File: config.mk
export PLATFORM = sky130hd
export DESIGN_NAME = humidity_temp_frame_decoder
export DESIGN_NICKNAME = d
export VERILOG_FILES = /design/src/hdl/htfd_pkg.sv /design/src/hdl/humidity_temp_frame_decoder.sv /design/src/hdl/htfd_front.sv /design/src/hdl/htfd_fifo.sv /design/src/hdl/htfd_back.sv
export VERILOG_INCLUDE_DIRS = /design/src /design/src/hdl
export SDC_FILE = /design/constraint.sdc
export NUM_CORES = 1
export LEC_CHECK = 0
export ABC_AREA = 1
export BUFFER_PORTS_ARGS = -buffer_cell sky130_fd_sc_hd__buf_4
export CORE_MARGIN = 5
export CORE_UTILIZATION = 45
export CTS_BUF_LIST = sky130_fd_sc_hd__clkbuf_4 sky130_fd_sc_hd__clkbuf_8 sky130_fd_sc_hd__clkbuf_16
export DETAILED_ROUTE_END_ITERATION = 8
export PLACE_DENSITY = 0.67
export SYNTH_ARGS = -nofsm -noshare
export SYNTH_HDL_FRONTEND = slang
export SYNTH_HIERARCHICAL = 1
export SYNTH_SLANG_ARGS = --single-unit
File: constraint.sdc
create_clock -name clk_i -period 6.32 [get_ports clk_i]
set_clock_uncertainty 0.1 [all_clocks]
set_input_delay 0.316 -clock clk_i [delete_from_list [all_inputs] [get_ports clk_i]]
set_output_delay 0.316 -clock clk_i [all_outputs]
set_load 0.05 [all_outputs]
File: src/hdl/humidity_temp_frame_decoder_assert.svh
// assertion macros shared by the decoder modules
`ifndef HUMIDITY_TEMP_FRAME_DECODER_ASSERT_SVH
`define HUMIDITY_TEMP_FRAME_DECODER_ASSERT_SVH

// property checked on every clock edge outside reset
`define HTFD_ASSERT(lbl, prop, msg) \
  lbl: assert property (@(posedge clk_i) disable iff (!rst_ni) (prop)) \
    else $error(msg);

// consequence checked in the cycle after the antecedent
`define HTFD_ASSERT_NEXT(lbl, ante, cons, msg) \
  lbl: assert property (@(posedge clk_i) disable iff (!rst_ni) (ante) |=> (cons)) \
    else $error(msg);

`endif

File: src/hdl/htfd_pkg.sv
// ----------------------------------------------------------------------------
// htfd_pkg
// types, constants and the crc-8 step for the sensor frame decoder
// ----------------------------------------------------------------------------
package htfd_pkg;

  localparam logic [7:0] CrcPoly = 8'h31;
  localparam logic [7:0] CrcInit = 8'hFF;

  localparam logic [14:0] TempScale  = 15'd17500;
  localparam logic [13:0] HumScale   = 14'd10000;
  localparam logic [14:0] TempOffset = 15'd4500;
  localparam logic [16:0] RawFull    = 17'd65535;

  typedef enum logic [2:0] {
    POS_T_HI  = 3'd0,
    POS_T_LO  = 3'd1,
    POS_T_CRC = 3'd2,
    POS_H_HI  = 3'd3,
    POS_H_LO  = 3'd4,
    POS_H_CRC = 3'd5
  } htfd_pos_e;

  typedef struct packed {
    logic [7:0] rx_byte;
    logic       frame_start;
  } htfd_in_t;

  typedef struct packed {
    logic signed [14:0] temperature_centi;
    logic [13:0]        humidity_centi;
    logic [15:0]        temperature_raw;
    logic [15:0]        humidity_raw;
    logic               temperature_crc_ok;
    logic               humidity_crc_ok;
    logic               frame_valid;
  } htfd_out_t;

  // one complete frame handed from the front to the back
  typedef struct packed {
    logic [15:0] temp_raw;
    logic [15:0] hum_raw;
    logic        temp_ok;
    logic        hum_ok;
  } htfd_frame_t;

  function automatic logic [7:0] crc8_update(logic [7:0] crc, logic [7:0] b);
    logic [7:0] c;
    c = crc ^ b;
    for (int k = 0; k < 8; k++) begin
      if (c[7]) begin
        c = {c[6:0], 1'b0} ^ CrcPoly;
      end else begin
        c = {c[6:0], 1'b0};
      end
    end
    return c;
  endfunction

endpackage

File: src/hdl/humidity_temp_frame_decoder.sv
// path: out_valid_o rises once the frame completed by the sixth byte has passed the
//   queue, the scale multiply stage and the output register, in that order
// throughput: one byte per cycle while the queue is not full, one result per six bytes
// reset: asynchronous active low; frame position to the first byte, crc to 0xff,
//   queue and pipeline empty
// ----------------------------------------------------------------------------
// humidity_temp_frame_decoder
// decodes the six-byte humidity and temperature reply into checked values
// ----------------------------------------------------------------------------
module humidity_temp_frame_decoder import htfd_pkg::*; #(
  parameter int QueueDepth = 2
) (
  input  logic      clk_i,
  input  logic      rst_ni,
  input  logic      in_valid_i,
  output logic      in_ready_o,
  input  htfd_in_t  in_data_i,
  output logic      out_valid_o,
  input  logic      out_ready_i,
  output htfd_out_t out_data_o
);

  logic        push_valid, push_ready;
  htfd_frame_t push_data;
  logic        pop_valid, pop_ready;
  htfd_frame_t pop_data;

  htfd_front u_front (
    .clk_i        (clk_i),
    .rst_ni       (rst_ni),
    .in_valid_i   (in_valid_i),
    .in_ready_o   (in_ready_o),
    .in_data_i    (in_data_i),
    .push_valid_o (push_valid),
    .push_ready_i (push_ready),
    .push_data_o  (push_data)
  );

  htfd_fifo #(
    .Depth (QueueDepth)
  ) u_fifo (
    .clk_i        (clk_i),
    .rst_ni       (rst_ni),
    .push_valid_i (push_valid),
    .push_ready_o (push_ready),
    .push_data_i  (push_data),
    .pop_valid_o  (pop_valid),
    .pop_ready_i  (pop_ready),
    .pop_data_o   (pop_data)
  );

  htfd_back u_back (
    .clk_i       (clk_i),
    .rst_ni      (rst_ni),
    .frm_valid_i (pop_valid),
    .frm_ready_o (pop_ready),
    .frm_data_i  (pop_data),
    .out_valid_o (out_valid_o),
    .out_ready_i (out_ready_i),
    .out_data_o  (out_data_o)
  );

endmodule

File: src/hdl/htfd_front.sv
// ----------------------------------------------------------------------------
// htfd_front
// byte sequencer: tracks frame position, runs the crc, assembles the words
// ----------------------------------------------------------------------------
module htfd_front import htfd_pkg::*; (
  input  logic        clk_i,
  input  logic        rst_ni,
  input  logic        in_valid_i,
  output logic        in_ready_o,
  input  htfd_in_t    in_data_i,
  output logic        push_valid_o,
  input  logic        push_ready_i,
  output htfd_frame_t push_data_o
);

  htfd_pos_e   pos_q, pos_d, pos_eff;
  logic [7:0]  crc_q, crc_d;
  logic [7:0]  hi_q, hi_d;
  logic [15:0] tword_q, tword_d;
  logic [15:0] hword_q, hword_d;
  logic        tflag_q, tflag_d;
  logic        accept;
  logic        last_byte;
  logic [7:0]  b;

  assign b          = in_data_i.rx_byte;
  assign in_ready_o = push_ready_i;
  assign accept     = in_valid_i && in_ready_o;

  always_comb begin
    if (in_data_i.frame_start || (pos_q > POS_H_CRC)) begin
      pos_eff = POS_T_HI;
    end else begin
      pos_eff = pos_q;
    end
  end

  assign last_byte = (pos_eff == POS_H_CRC);

  always_comb begin
    pos_d   = pos_q;
    crc_d   = crc_q;
    hi_d    = hi_q;
    tword_d = tword_q;
    hword_d = hword_q;
    tflag_d = tflag_q;
    if (accept) begin
      case (pos_eff)
        POS_T_HI: begin
          crc_d = crc8_update(CrcInit, b);
          hi_d  = b;
          pos_d = POS_T_LO;
        end
        POS_T_LO: begin
          crc_d   = crc8_update(crc_q, b);
          tword_d = {hi_q, b};
          pos_d   = POS_T_CRC;
        end
        POS_T_CRC: begin
          tflag_d = (crc_q == b);
          crc_d   = CrcInit;
          pos_d   = POS_H_HI;
        end
        POS_H_HI: begin
          crc_d = crc8_update(CrcInit, b);
          hi_d  = b;
          pos_d = POS_H_LO;
        end
        POS_H_LO: begin
          crc_d   = crc8_update(crc_q, b);
          hword_d = {hi_q, b};
          pos_d   = POS_H_CRC;
        end
        default: begin
          crc_d = CrcInit;
          pos_d = POS_T_HI;
        end
      endcase
    end
  end

  assign push_valid_o         = accept && last_byte;
  assign push_data_o.temp_raw = tword_q;
  assign push_data_o.hum_raw  = hword_q;
  assign push_data_o.temp_ok  = tflag_q;
  assign push_data_o.hum_ok   = (crc_q == b);

  always_ff @(posedge clk_i or negedge rst_ni) begin
    if (!rst_ni) begin
      pos_q   <= POS_T_HI;
      crc_q   <= CrcInit;
      hi_q    <= '0;
      tword_q <= '0;
      hword_q <= '0;
      tflag_q <= 1'b0;
    end else begin
      pos_q   <= pos_d;
      crc_q   <= crc_d;
      hi_q    <= hi_d;
      tword_q <= tword_d;
      hword_q <= hword_d;
      tflag_q <= tflag_d;
    end
  end

endmodule

File: src/hdl/htfd_fifo.sv
// ----------------------------------------------------------------------------
// htfd_fifo
// short frame queue between the byte sequencer and the conversion pipeline
// ----------------------------------------------------------------------------
module htfd_fifo import htfd_pkg::*; #(
  parameter int Depth = 2
) (
  input  logic        clk_i,
  input  logic        rst_ni,
  input  logic        push_valid_i,
  output logic        push_ready_o,
  input  htfd_frame_t push_data_i,
  output logic        pop_valid_o,
  input  logic        pop_ready_i,
  output htfd_frame_t pop_data_o
);

  `include "humidity_temp_frame_decoder_assert.svh"

  localparam int PtrW = (Depth > 1) ? $clog2(Depth) : 1;
  localparam int CntW = $clog2(Depth + 1);

  htfd_frame_t     mem_q [Depth];
  logic [PtrW-1:0] wr_ptr_q, wr_ptr_d;
  logic [PtrW-1:0] rd_ptr_q, rd_ptr_d;
  logic [CntW-1:0] count_q, count_d;
  logic            push, pop;

  assign push_ready_o = (count_q != CntW'(Depth));
  assign pop_valid_o  = (count_q != '0);
  assign pop_data_o   = mem_q[rd_ptr_q];
  assign push         = push_valid_i && push_ready_o;
  assign pop          = pop_valid_o && pop_ready_i;

  always_comb begin
    wr_ptr_d = wr_ptr_q;
    rd_ptr_d = rd_ptr_q;
    count_d  = count_q;
    if (push) begin
      wr_ptr_d = (wr_ptr_q == PtrW'(Depth - 1)) ? '0 : wr_ptr_q + 1'b1;
    end
    if (pop) begin
      rd_ptr_d = (rd_ptr_q == PtrW'(Depth - 1)) ? '0 : rd_ptr_q + 1'b1;
    end
    if (push && !pop) begin
      count_d = count_q + 1'b1;
    end else if (pop && !push) begin
      count_d = count_q - 1'b1;
    end
  end

  always_ff @(posedge clk_i) begin
    if (push) begin
      mem_q[wr_ptr_q] <= push_data_i;
    end
  end

  always_ff @(posedge clk_i or negedge rst_ni) begin
    if (!rst_ni) begin
      wr_ptr_q <= '0;
      rd_ptr_q <= '0;
      count_q  <= '0;
    end else begin
      wr_ptr_q <= wr_ptr_d;
      rd_ptr_q <= rd_ptr_d;
      count_q  <= count_d;
    end
  end

  `HTFD_ASSERT(a_count_bound, count_q <= CntW'(Depth), "queue count above depth")
  `HTFD_ASSERT_NEXT(a_count_inc, push && !pop, count_q == $past(count_q) + 1'b1, "queue count missed a push")
  `HTFD_ASSERT_NEXT(a_count_dec, pop && !push, count_q == $past(count_q) - 1'b1, "queue count missed a pop")

endmodule

File: src/hdl/htfd_back.sv
// ----------------------------------------------------------------------------
// htfd_back
// conversion pipeline: scale multiply, divide by full scale, temperature offset, output register
// ----------------------------------------------------------------------------
module htfd_back import htfd_pkg::*; (
  input  logic        clk_i,
  input  logic        rst_ni,
  input  logic        frm_valid_i,
  output logic        frm_ready_o,
  input  htfd_frame_t frm_data_i,
  output logic        out_valid_o,
  input  logic        out_ready_i,
  output htfd_out_t   out_data_o
);

  `include "humidity_temp_frame_decoder_assert.svh"

  logic        a_valid_q;
  logic [30:0] tprod_q;
  logic [29:0] hprod_q;
  htfd_frame_t a_frm_q;
  logic        out_valid_q;
  htfd_out_t   out_q;
  logic        a_ready, b_ready;
  logic        a_load, b_load;

  logic [14:0] tq_est, tq;
  logic [13:0] hq_est, hq;
  logic [16:0] trem, hrem;
  htfd_out_t   res;

  assign b_ready     = !out_valid_q || out_ready_i;
  assign a_ready     = !a_valid_q || b_ready;
  assign frm_ready_o = a_ready;
  assign a_load      = frm_valid_i && a_ready;
  assign b_load      = a_valid_q && b_ready;

  // x / 65535: estimate x >> 16, remainder estimate is low half plus estimate
  assign tq_est = tprod_q[30:16];
  assign trem   = {1'b0, tprod_q[15:0]} + {2'b0, tq_est};
  assign tq     = tq_est + 15'((trem >= RawFull) ? 1 : 0);
  assign hq_est = hprod_q[29:16];
  assign hrem   = {1'b0, hprod_q[15:0]} + {3'b0, hq_est};
  assign hq     = hq_est + 14'((hrem >= RawFull) ? 1 : 0);

  always_comb begin
    res.temperature_centi  = signed'(tq - TempOffset);
    res.humidity_centi     = hq;
    res.temperature_raw    = a_frm_q.temp_raw;
    res.humidity_raw       = a_frm_q.hum_raw;
    res.temperature_crc_ok = a_frm_q.temp_ok;
    res.humidity_crc_ok    = a_frm_q.hum_ok;
    res.frame_valid        = a_frm_q.temp_ok && a_frm_q.hum_ok;
  end

  always_ff @(posedge clk_i) begin
    if (a_load) begin
      tprod_q <= 31'({16'b0, TempScale} * {15'b0, frm_data_i.temp_raw});
      hprod_q <= 30'({16'b0, HumScale} * {14'b0, frm_data_i.hum_raw});
      a_frm_q <= frm_data_i;
    end
    if (b_load) begin
      out_q <= res;
    end
  end

  always_ff @(posedge clk_i or negedge rst_ni) begin
    if (!rst_ni) begin
      a_valid_q   <= 1'b0;
      out_valid_q <= 1'b0;
    end else begin
      if (a_ready) begin
        a_valid_q <= frm_valid_i;
      end
      if (b_ready) begin
        out_valid_q <= a_valid_q;
      end
    end
  end

  assign out_valid_o = out_valid_q;
  assign out_data_o  = out_q;

  `HTFD_ASSERT_NEXT(a_out_hold, out_valid_q && !out_ready_i, out_valid_q && $stable(out_q), "result changed while stalled")
  `HTFD_ASSERT_NEXT(a_stage_fwd, a_valid_q && b_ready, out_valid_q, "converted frame lost")
  `HTFD_ASSERT(a_hum_range, !out_valid_q || (out_q.humidity_centi <= HumScale), "humidity above full scale")

endmodule
After elaboration in Yosys (flattened, before gate mapping):

Memory sizes are Yosys's and may differ from the RTL's.
Cells that the tools add are included.

* order comparisons: 3
* div/mod/pow operators: 0
* shift operators: 0
* equality and inequality tests: 7
* add/subtract/negate cells: 9
* bitwise operators: 32
* mux-type cells: 97
* multiply operators: 2
* reductions and logical operators: 23

Operator list (number)
* $mux 8: 56
* $mux 6: 30
* $not 3->3: 30
* $ge 17x16->1 const B: 2
* $pmux 8 s4: 1
* $mul 13x16->29 const A: 1
* $mul 10x16->26 const A: 1
* $add 16x14->17: 1
* $add 16x15->17: 1
* $add 15x15->15: 1
* $pmux 3 s5: 1
* $sub 15x13->15 const B: 1
* $add 14x14->14: 1
* $eq 8x8->1: 1
* $logic_and 1x1->1: 8
* $not 8->8: 1
* $reduce_and 2->1: 4
* $xor 8x8->8: 1
* $eq 3x2->1 const B: 2
* $eq 3x3->1 const B: 2
* $mux 1: 6
* $logic_not 1->1: 4
* $mux 2: 2
* $reduce_bool 2->1: 2
* 10 further kinds: 13

* bits of input ports: 13
* output and inout port bits: 66
* flip-flop bits (word level): 211
* memories: 1
* logic and storage cells: 198
* latch bits: 0
* bits in read-only memories: 0
* memory bits (writable): 68

Memories
* u_fifo.mem_q: words 2, bits a word 34, read ports 1, clocked after memory_dff 0, write ports 1, line htfd_fifo.sv:23 `htfd_frame_t mem_q [Depth];`

Depth between registers and ports, before layout:

Gate-level depths: netlist of run 1.

* word-level depth: 33
* mapped depth: 26
* mapped depth without buffers: 26

Hierarchy:

Netlist of run 1, hierarchy kept.

Modules (own cells, without submodules)
* htfd_back: instances 1, cells each 1342, sequential area each 4494.3 µm², area an instance 12797.3 µm²
* htfd_fifo: instances 1, cells each 206, sequential area each 2142.1 µm², area an instance 2758.9 µm²
* htfd_front: instances 1, cells each 342, sequential area each 1311.3 µm², area an instance 2751.4 µm²

Worst setup path before layout of run 1:

Ideal clock, no wire load.

* path type: register to register
* start: register u_fifo.rd_ptr_q
* end: register u_back.tprod_q[24], data pin
* arrival time: 4.303 ns
* path buffers: 2
* cell stages (with the launch flop): 24
* path slack: 1.665 ns
* cell sequence: dfrtp_1 -> buf_6 -> buf_4 -> nand2_1 -> nand2_1 -> ha_1 -> inv_1 -> fa_1 -> inv_1 -> ha_1 -> fa_1 -> inv_1 -> fa_1 -> inv_1 -> ha_1 -> a21oi_1 -> o21ai_0 -> nand2_1 -> nand3_1 -> o21bai_2 -> nand2_1 -> nand2_1 -> nand2_1 -> nand2_1

RTL lines
* start: declaration: line htfd_fifo.sv:25 `logic [PtrW-1:0] rd_ptr_q, rd_ptr_d;`
* start signal: assignment: line htfd_fifo.sv:65 `rd_ptr_q <= rd_ptr_d;`
* end signal: assignment: line htfd_back.sv:58 `tprod_q <= 31'({16'b0, TempScale} * {15'b0, frm_data_i.temp_raw});`
* end: declaration: line htfd_back.sv:19 `logic [30:0] tprod_q;`

==> summary.md, run 1 <==
| Metric | Value |
|---|---|
| Status | `finished, final reports clean` |
| WHS Endpoint | `u_front/crc_q[6]` |
| Worst R2R Path Depth | `23` |
| Synth-to-layout area growth | `12.2%` |
| Count leader, synth | `nand2_1` |
| Die H | `212 um` |
| FF-to-FF Start | `u_fifo/rd_ptr_q` |
| Full die area | `44,800 um^2` |
| ANT cells | `0` |
| Synth cell types | `54` |
| Post-route ant nets | `0` |
| CTS max path bufs | `3` |
| Yosys top cell area share | `35.4%` |
| R2R Setup Slk | `0.83 ns` |
| Synth Net Count | `2,181` |
| Crit path kind | `flip-flop to flip-flop` |
| RePlAce Congestion | `0.884` |
| Largest area contributor in the netlist | `edfxtp_1` |
| Post-synth EDFFs | `216` |
| Final worst-path cycle share | `86.9%` |
| Largest net degree at the start of global routing | `65` |
| Worst-Margin Slew | `1.03 ns` |
| Placeable Area | `40,000 um^2` |
| Avg Cell Area, Syn | `9.69 um^2` |
| Vias in the first global route | `12,800` |
| Root Buffer | `clkbuf_16` |
| Seq/Total Area, Yosys | `43.4%` |
| Primary FF master, synth | `edfxtp_1` |
| CTS Buf Count | `31` |
| Final setup fails | `0` |
| Post-layout min period | `5.49 ns` |
| RR Endpoint | `u_back/hprod_q[25]` |
| Cell area after synthesis | `18,300 um^2` |
| Post-Syn Instances | `1,890` |
| Vias | `12,600` |
| #FFs+latches synth | `274` |
| Post-synth ARST share | `21.2%` |
| Startpoint types | `flip-flop` |
| Yosys warning count | `6` |
| Die width | `212 um` |
| Grt ovf | `0` |
| Residual DRC | `0` |
| Drt total wl | `38,600 um` |
| Via density | `4.95` |
| Initial antenna violation count | `1` |
| Crit path max fanout | `29` |
| Critical Path Sink Type | `flip-flop` |
| DRT iter0 DRCs | `638` |
| Skew-Pair Late Insertion Delay | `0.56 ns` |
| IO Pins | `79` |
| H-tree levels | `1` |
| Max cap viols | `0` |
| Postcts setup bufs | `0` |
| First-pass GRT wire length | `63,900 um` |
| Final setup TNS | `0 ns` |
| Drt first pass iters | `4` |
| CTS tree | `yes` |
| Net count, final | `2,283` |
| Fmax | `182 MHz` |
| Synth cell count leaders | `nand2_1, inv_1, edfxtp_1` |
| HP Class | `input port to flip-flop` |
| Dpl hpwl | `29,900 um` |
| Clock sinks | `274` |
| Routed WL per cell | `15.2 um` |
| Initial core utilization | `45.8%` |
| Main area contributors after synthesis | `edfxtp_1, ha_1, nand2_1, fa_1, inv_1` |
| Share of cells above drive strength 1 | `10.8%` |
| Fin. Hold Viols | `0` |
| Data required time at the worst endpoint | `6.54 ns` |
| I/O Buffers | `78` |
| Row count | `73` |
| RSZ-0062 raised after global routing | `false` |
| Rel. slew slack | `30.8%` |
| Reg clk slew, reported paths | `0.06 ns` |
| Hold path startpoint | `in_data_i[3]` |
| Hold path cells | `6` |
| Crit path DAT | `5.71 ns` |
| Final Max Tran Viols | `0` |
| Gr usage total | `17.4%` |
## metal layers
metal  part of all wire, %  wire length (um)  GRT usage [%]  vias up
li1                      -                 -              -     6358
met1                    47             18000           23.8     5945
met2                    47             18100           29.3      202
met3                   3.9              1510           2.85       64
met4                   2.3               886           4.13        2
met5                 0.034                13              0        -
## how the worst max path moves through the flow
stage	start	to	slack (ns)	cells after the start
2_1_floorplan	u_fifo/rd_ptr_q	u_back/tprod_q[24]	1.66	23
3_3_place_gp	u_fifo/rd_ptr_q	u_back/hprod_q[19]	0.95	20
3_5_place_dp	u_fifo/rd_ptr_q	u_back/hprod_q[25]	0.87	23
4_1_cts	u_fifo/rd_ptr_q	u_back/hprod_q[25]	0.86	23
5_1_grt	u_fifo/rd_ptr_q	u_back/hprod_q[25]	0.54	23
6_report	u_fifo/rd_ptr_q	u_back/hprod_q[25]	0.83	23
## state kept, by name, summed over array words and instances, names as in the netlist
register and flops:
u_front/tword_q 16, u_fifo/mem_q 68, u_back/out_valid_o 1, u_front/tflag_q 1
u_front/pos_q 3, u_back/out_data_o 64, u_back/tprod_q 28, u_front/crc_q 8
u_fifo/count_q 2, u_back/a_frm_q 34, u_back/hprod_q 22, u_front/hword_q 16
u_fifo/rd_ptr_q 1, u_back/a_valid_q 1, u_fifo/wr_ptr_q 1, u_front/hi_q 8
## layout make-up
class / instances / area (um^2)
repair buffers: 89 / 681
inverters: 345 / 1300
fillers: 3701 / 19500
flip-flops and latches: 274 / 7950
well taps: 525 / 657
multi-input cells: 1251 / 8930
clock buffers: 37 / 851
clock inverters: 21 / 173
## critical path, stage by stage (launching register included)
cell	delay, ns
dfrtp_1	0.57
buf_4	0.40
nand2_1	0.09
nand2_1	0.23
inv_1	0.17
fa_1	0.52
inv_1	0.04
ha_1	0.26
inv_1	0.05
fa_1	0.53
inv_1	0.04
ha_1	0.26
inv_1	0.05
fa_1	0.50
inv_1	0.04
ha_1	0.35
a21oi_1	0.22
o21ai_1	0.14
a21oi_2	0.21
o21ai_1	0.13
nand3b_1	0.15
nand2_1	0.06
nand2_1	0.06
nand2_1	0.04
## metrics by stage
step           cell area (um^2)  hold slack [ns]  util [%]  setup WS, ns  std cells
3_5_place_dp              19500            0.305      48.7         0.868       2479
3_3_place_gp              19500            0.302      48.7         0.947       2479
4_1_cts                   20500          0.00414      51.4         0.863       2542
2_1_floorplan             18300          -0.0796         -          1.66       1890
6_report                  20500           0.0392      51.4         0.828       2542
5_1_grt                   20500           0.0386      51.4         0.545       2542
## cells by family (layout without fill, tap and decap cells)
logic type | count (synthesis) | count (layout) | share of synthesized area [%]
fa+ha+maj | 278 | 278 | 22.4
simple gates | 715 | 715 | 16.6
xor+xnor | 84 | 84 | 4.10
compound gates | 173 | 173 | 5.55
buf+inv | 365 | 492 | 7.89
flops | 274 | 274 | 43.4
mux | 1 | 1 | 0.0615
## placed cells by master (no fill, tap or decap), types with 11 or more instances in the layout
master     Yosys  final
nand2_2       28     28
inv_1        337    336
nand3b_1      11     11
xnor2_1       25     25
ha_1         196    196
nand3_1       78     78
clkbuf_16      0     32
xor2_1        57     57
a21oi_1       64     63
fa_1          82     82
nand4_1       18     18
edfxtp_1     216    216
nor2_1       102    100
dfrtp_1       50     50
o21ai_1       14     14
o21ai_0       55     55
nand2_1      450    450
buf_4          6     84
## what timing repair did
item                                    in CTS  in global routing
endpoints found under the hold margin       55                  0
hold buffers                                 5                  0
endpoints found under the setup margin       0                  0
gates resized for setup                      0                  0
Power of run 1 is not shown: default switching activity piles up to over one toggle a cycle in this logic, so the estimate is an artifact.
==> run 2, diff against run 1 <==
--- a/config.mk
+++ b/config.mk
@@ -8,6 +8,7 @@
 export LEC_CHECK = 0
 export ABC_AREA = 1
 export BUFFER_PORTS_ARGS = -buffer_cell sky130_fd_sc_hd__buf_4
+export CORE_ASPECT_RATIO = 1.25
 export CORE_MARGIN = 5
 export CORE_UTILIZATION = 45
 export CTS_BUF_LIST = sky130_fd_sc_hd__clkbuf_4 sky130_fd_sc_hd__clkbuf_8 sky130_fd_sc_hd__clkbuf_16
@@ -17,3 +18,4 @@
 export SYNTH_HDL_FRONTEND = slang
 export SYNTH_HIERARCHICAL = 1
 export SYNTH_SLANG_ARGS = --single-unit
+export TNS_END_PERCENT = 20
==> run 2 against run 1 <==
Compared with the run above: worst setup slack better by 0.037 ns; die area hardly changed; via count is 1.5% higher; cell area is 0.34% higher; critical endpoint unchanged.
==> summary.md, run 2 (synthesis results as in run 1) <==
| Metric | Value |
|---|---|
| Startpoint types | `flip-flop (unchanged)` |
| Full die area | `44,800 um^2 (about the same)` |
| Drt total wl | `39,500 um (was 38,600 um)` |
| Vias | `12,800 (was 12,600)` |
| Skew-Pair Late Insertion Delay | `0.57 ns (was 0.56 ns)` |
| FF-to-FF Start | `u_fifo/rd_ptr_q (unchanged)` |
| Critical Path Sink Type | `flip-flop (unchanged)` |
| Reg clk slew, reported paths | `0.07 ns (was 0.06 ns)` |
| I/O Buffers | `78 (unchanged)` |
| Data required time at the worst endpoint | `6.55 ns (was 6.54 ns)` |
| Crit path DAT | `5.69 ns (was 5.71 ns)` |
| Via density | `4.98 (was 4.95)` |
| Final setup fails | `0 (unchanged)` |
| Fin. Hold Viols | `0 (unchanged)` |
| Max reg flops | `68 (unchanged)` |
| IO Pins | `79 (unchanged)` |
| Root Buffer | `clkbuf_16 (unchanged)` |
| Crit path kind | `flip-flop to flip-flop (unchanged)` |
| R2R Setup Slk | `0.86 ns (was 0.83 ns)` |
| ANT cells | `0 (unchanged)` |
| Status | `finished, final reports clean (unchanged)` |
| Final worst-path cycle share | `86.3% (was 86.9%)` |
| Gr usage total | `17.7% (was 17.4%)` |
| Rel. slew slack | `31.8% (was 30.8%)` |
| Worst R2R Path Depth | `23 (unchanged)` |
| Worst-Margin Slew | `1.02 ns (was 1.03 ns)` |
| Crit path max fanout | `35 (was 29)` |
| Commonest non-fill, non-tap cell in the layout | `nand2_1 (unchanged)` |
| HP Class | `input port to flip-flop (unchanged)` |
| Layout fillers | `3,665 (was 3,701)` |
| DRT iter0 DRCs | `646 (was 638)` |
| Dpl hpwl | `31,200 um (was 29,900 um)` |
| Footprint of the multi-input gates | `8930 um^2 (unchanged)` |
| CTS resizes | `0 (unchanged)` |
| Placeable Area | `40,200 um^2 (was 40,000 um^2)` |
| Drt first pass iters | `5 (was 4)` |
| Vias in the first global route | `13,000 (was 12,800)` |
| Post-layout min period | `5.46 ns (was 5.49 ns)` |
| Critical Path Sink | `u_back/hprod_q[25] (unchanged)` |
| Beginning of the critical path | `u_fifo/rd_ptr_q (unchanged)` |
| Register area | `7950 um^2 (unchanged)` |
| RR Endpoint | `u_back/hprod_q[25] (unchanged)` |
| Max cap viols | `0 (unchanged)` |
| CTS Buf Count | `30 (was 31)` |
| Share of cells above drive strength 1 | `10.9% (was 10.8%)` |
| Row count | `82 (was 73)` |
| Final Max Tran Viols | `0 (unchanged)` |
| CTS max path bufs | `3 (unchanged)` |
| RSZ-0062 raised after global routing | `false (unchanged)` |
| Grt ovf | `0 (unchanged)` |
| First-pass GRT wire length | `64,800 um (was 63,900 um)` |
| CTS tree | `yes (unchanged)` |
| Die width | `190 um (was 212 um)` |
| RePlAce Congestion | `0.924 (was 0.884)` |
| Largest net degree at the start of global routing | `65 (unchanged)` |
| Post-route ant nets | `0 (unchanged)` |
| Residual DRC | `0 (unchanged)` |
| H-tree levels | `1 (unchanged)` |
| Die H | `236 um (was 212 um)` |
| Synth-to-layout area growth | `12.6% (was 12.2%)` |
| Fmax | `183 MHz (was 182 MHz)` |
| Hold WS | `0.0352 ns (was 0.0392 ns)` |
| Routed WL per cell | `15.4 um (was 15.2 um)` |
| Clock sinks | `274 (unchanged)` |
| Largest Register | `u_fifo/mem_q (unchanged)` |
| Initial core utilization | `45.5% (was 45.8%)` |
| Net count, final | `2,282 (was 2,283)` |
| Initial antenna violation count | `0 (was 1)` |
| Final setup TNS | `0 ns (unchanged)` |
| Most frequent cells in the layout | `nand2_1, inv_1, edfxtp_1, ha_1, nor2_1 (unchanged)` |
run 2: how the worst min path moves through the flow:
stage	startpoint	end	slack, ns	cells past startpoint
after floorplan	rst_ni	u_back/a_valid_q	-0.08	0
after global placement	u_back/a_frm_q[19]	u_back/out_data_o[20]	0.30	0
after detailed placement	u_back/a_frm_q[30]	u_back/out_data_o[31]	0.31	0
after CTS	in_data_i[3]	u_front/crc_q[6]	0.002	6
after global routing	in_data_i[8]	u_front/hi_q[7]	0.04	3
final	in_data_i[3]	u_front/crc_q[6]	0.04	6
run 2: per-layer routing:
metal / track usage (%) / vias up / part of all wire (%)
met3: 2.52 / 82 / 4.3
met5: 0 / - / 0
met1: 21.7 / 6076 / 42
li1: - / 6340 / -
met2: 31.6 / 261 / 51
met4: 6.29 / 0 / 3.3
run 2: worst max-delay path: stages, from the launching register on:
cell and delay (ns):
dfrtp_1 0.56, inv_8 0.28, nand2_1 0.08, nand2_1 0.25, inv_1 0.19, fa_1 0.54
inv_1 0.04, ha_1 0.27, inv_1 0.05, fa_1 0.53, inv_1 0.04, ha_1 0.27
inv_1 0.05, fa_1 0.50, inv_1 0.05, ha_1 0.35, a21oi_1 0.23, o21ai_1 0.15
a21oi_2 0.23, o21ai_1 0.16, nand3b_1 0.15, nand2_1 0.06, nand2_1 0.05, nand2_1 0.04
run 2: layout make-up:
cell class / instances / share of cell area (%)
Sequential cell: 274 / 38.6
Inverter: 345 / 6.32
Clock buffer: 37 / 4.21
Multi-Input combinational cell: 1251 / 43.3
Clock inverter: 19 / 0.965
Tap cell: 546 / 3.31
Timing Repair Buffer: 89 / 3.30
run 2: per-stage QoR:
stage	util, %	std cells	cell area [um^2]	worst slack [ns]
6_report	51.3	2561	20600	0.865
3_5_place_dp	48.5	2500	19500	0.888
5_1_grt	51.3	2561	20600	0.511
4_1_cts	51.3	2561	20600	0.892
2_1_floorplan	-	1890	18300	1.66
3_3_place_gp	48.5	2500	19500	0.866
run 2: repair_timing:
| item | in CTS | in global routing |
|---|---|---|
| setup buffers | 0 | 0 |
| hold buffers | 5 | 0 |
| hold endpoints to repair | 54 | 0 |
Power of run 2 is left out for the same reason.
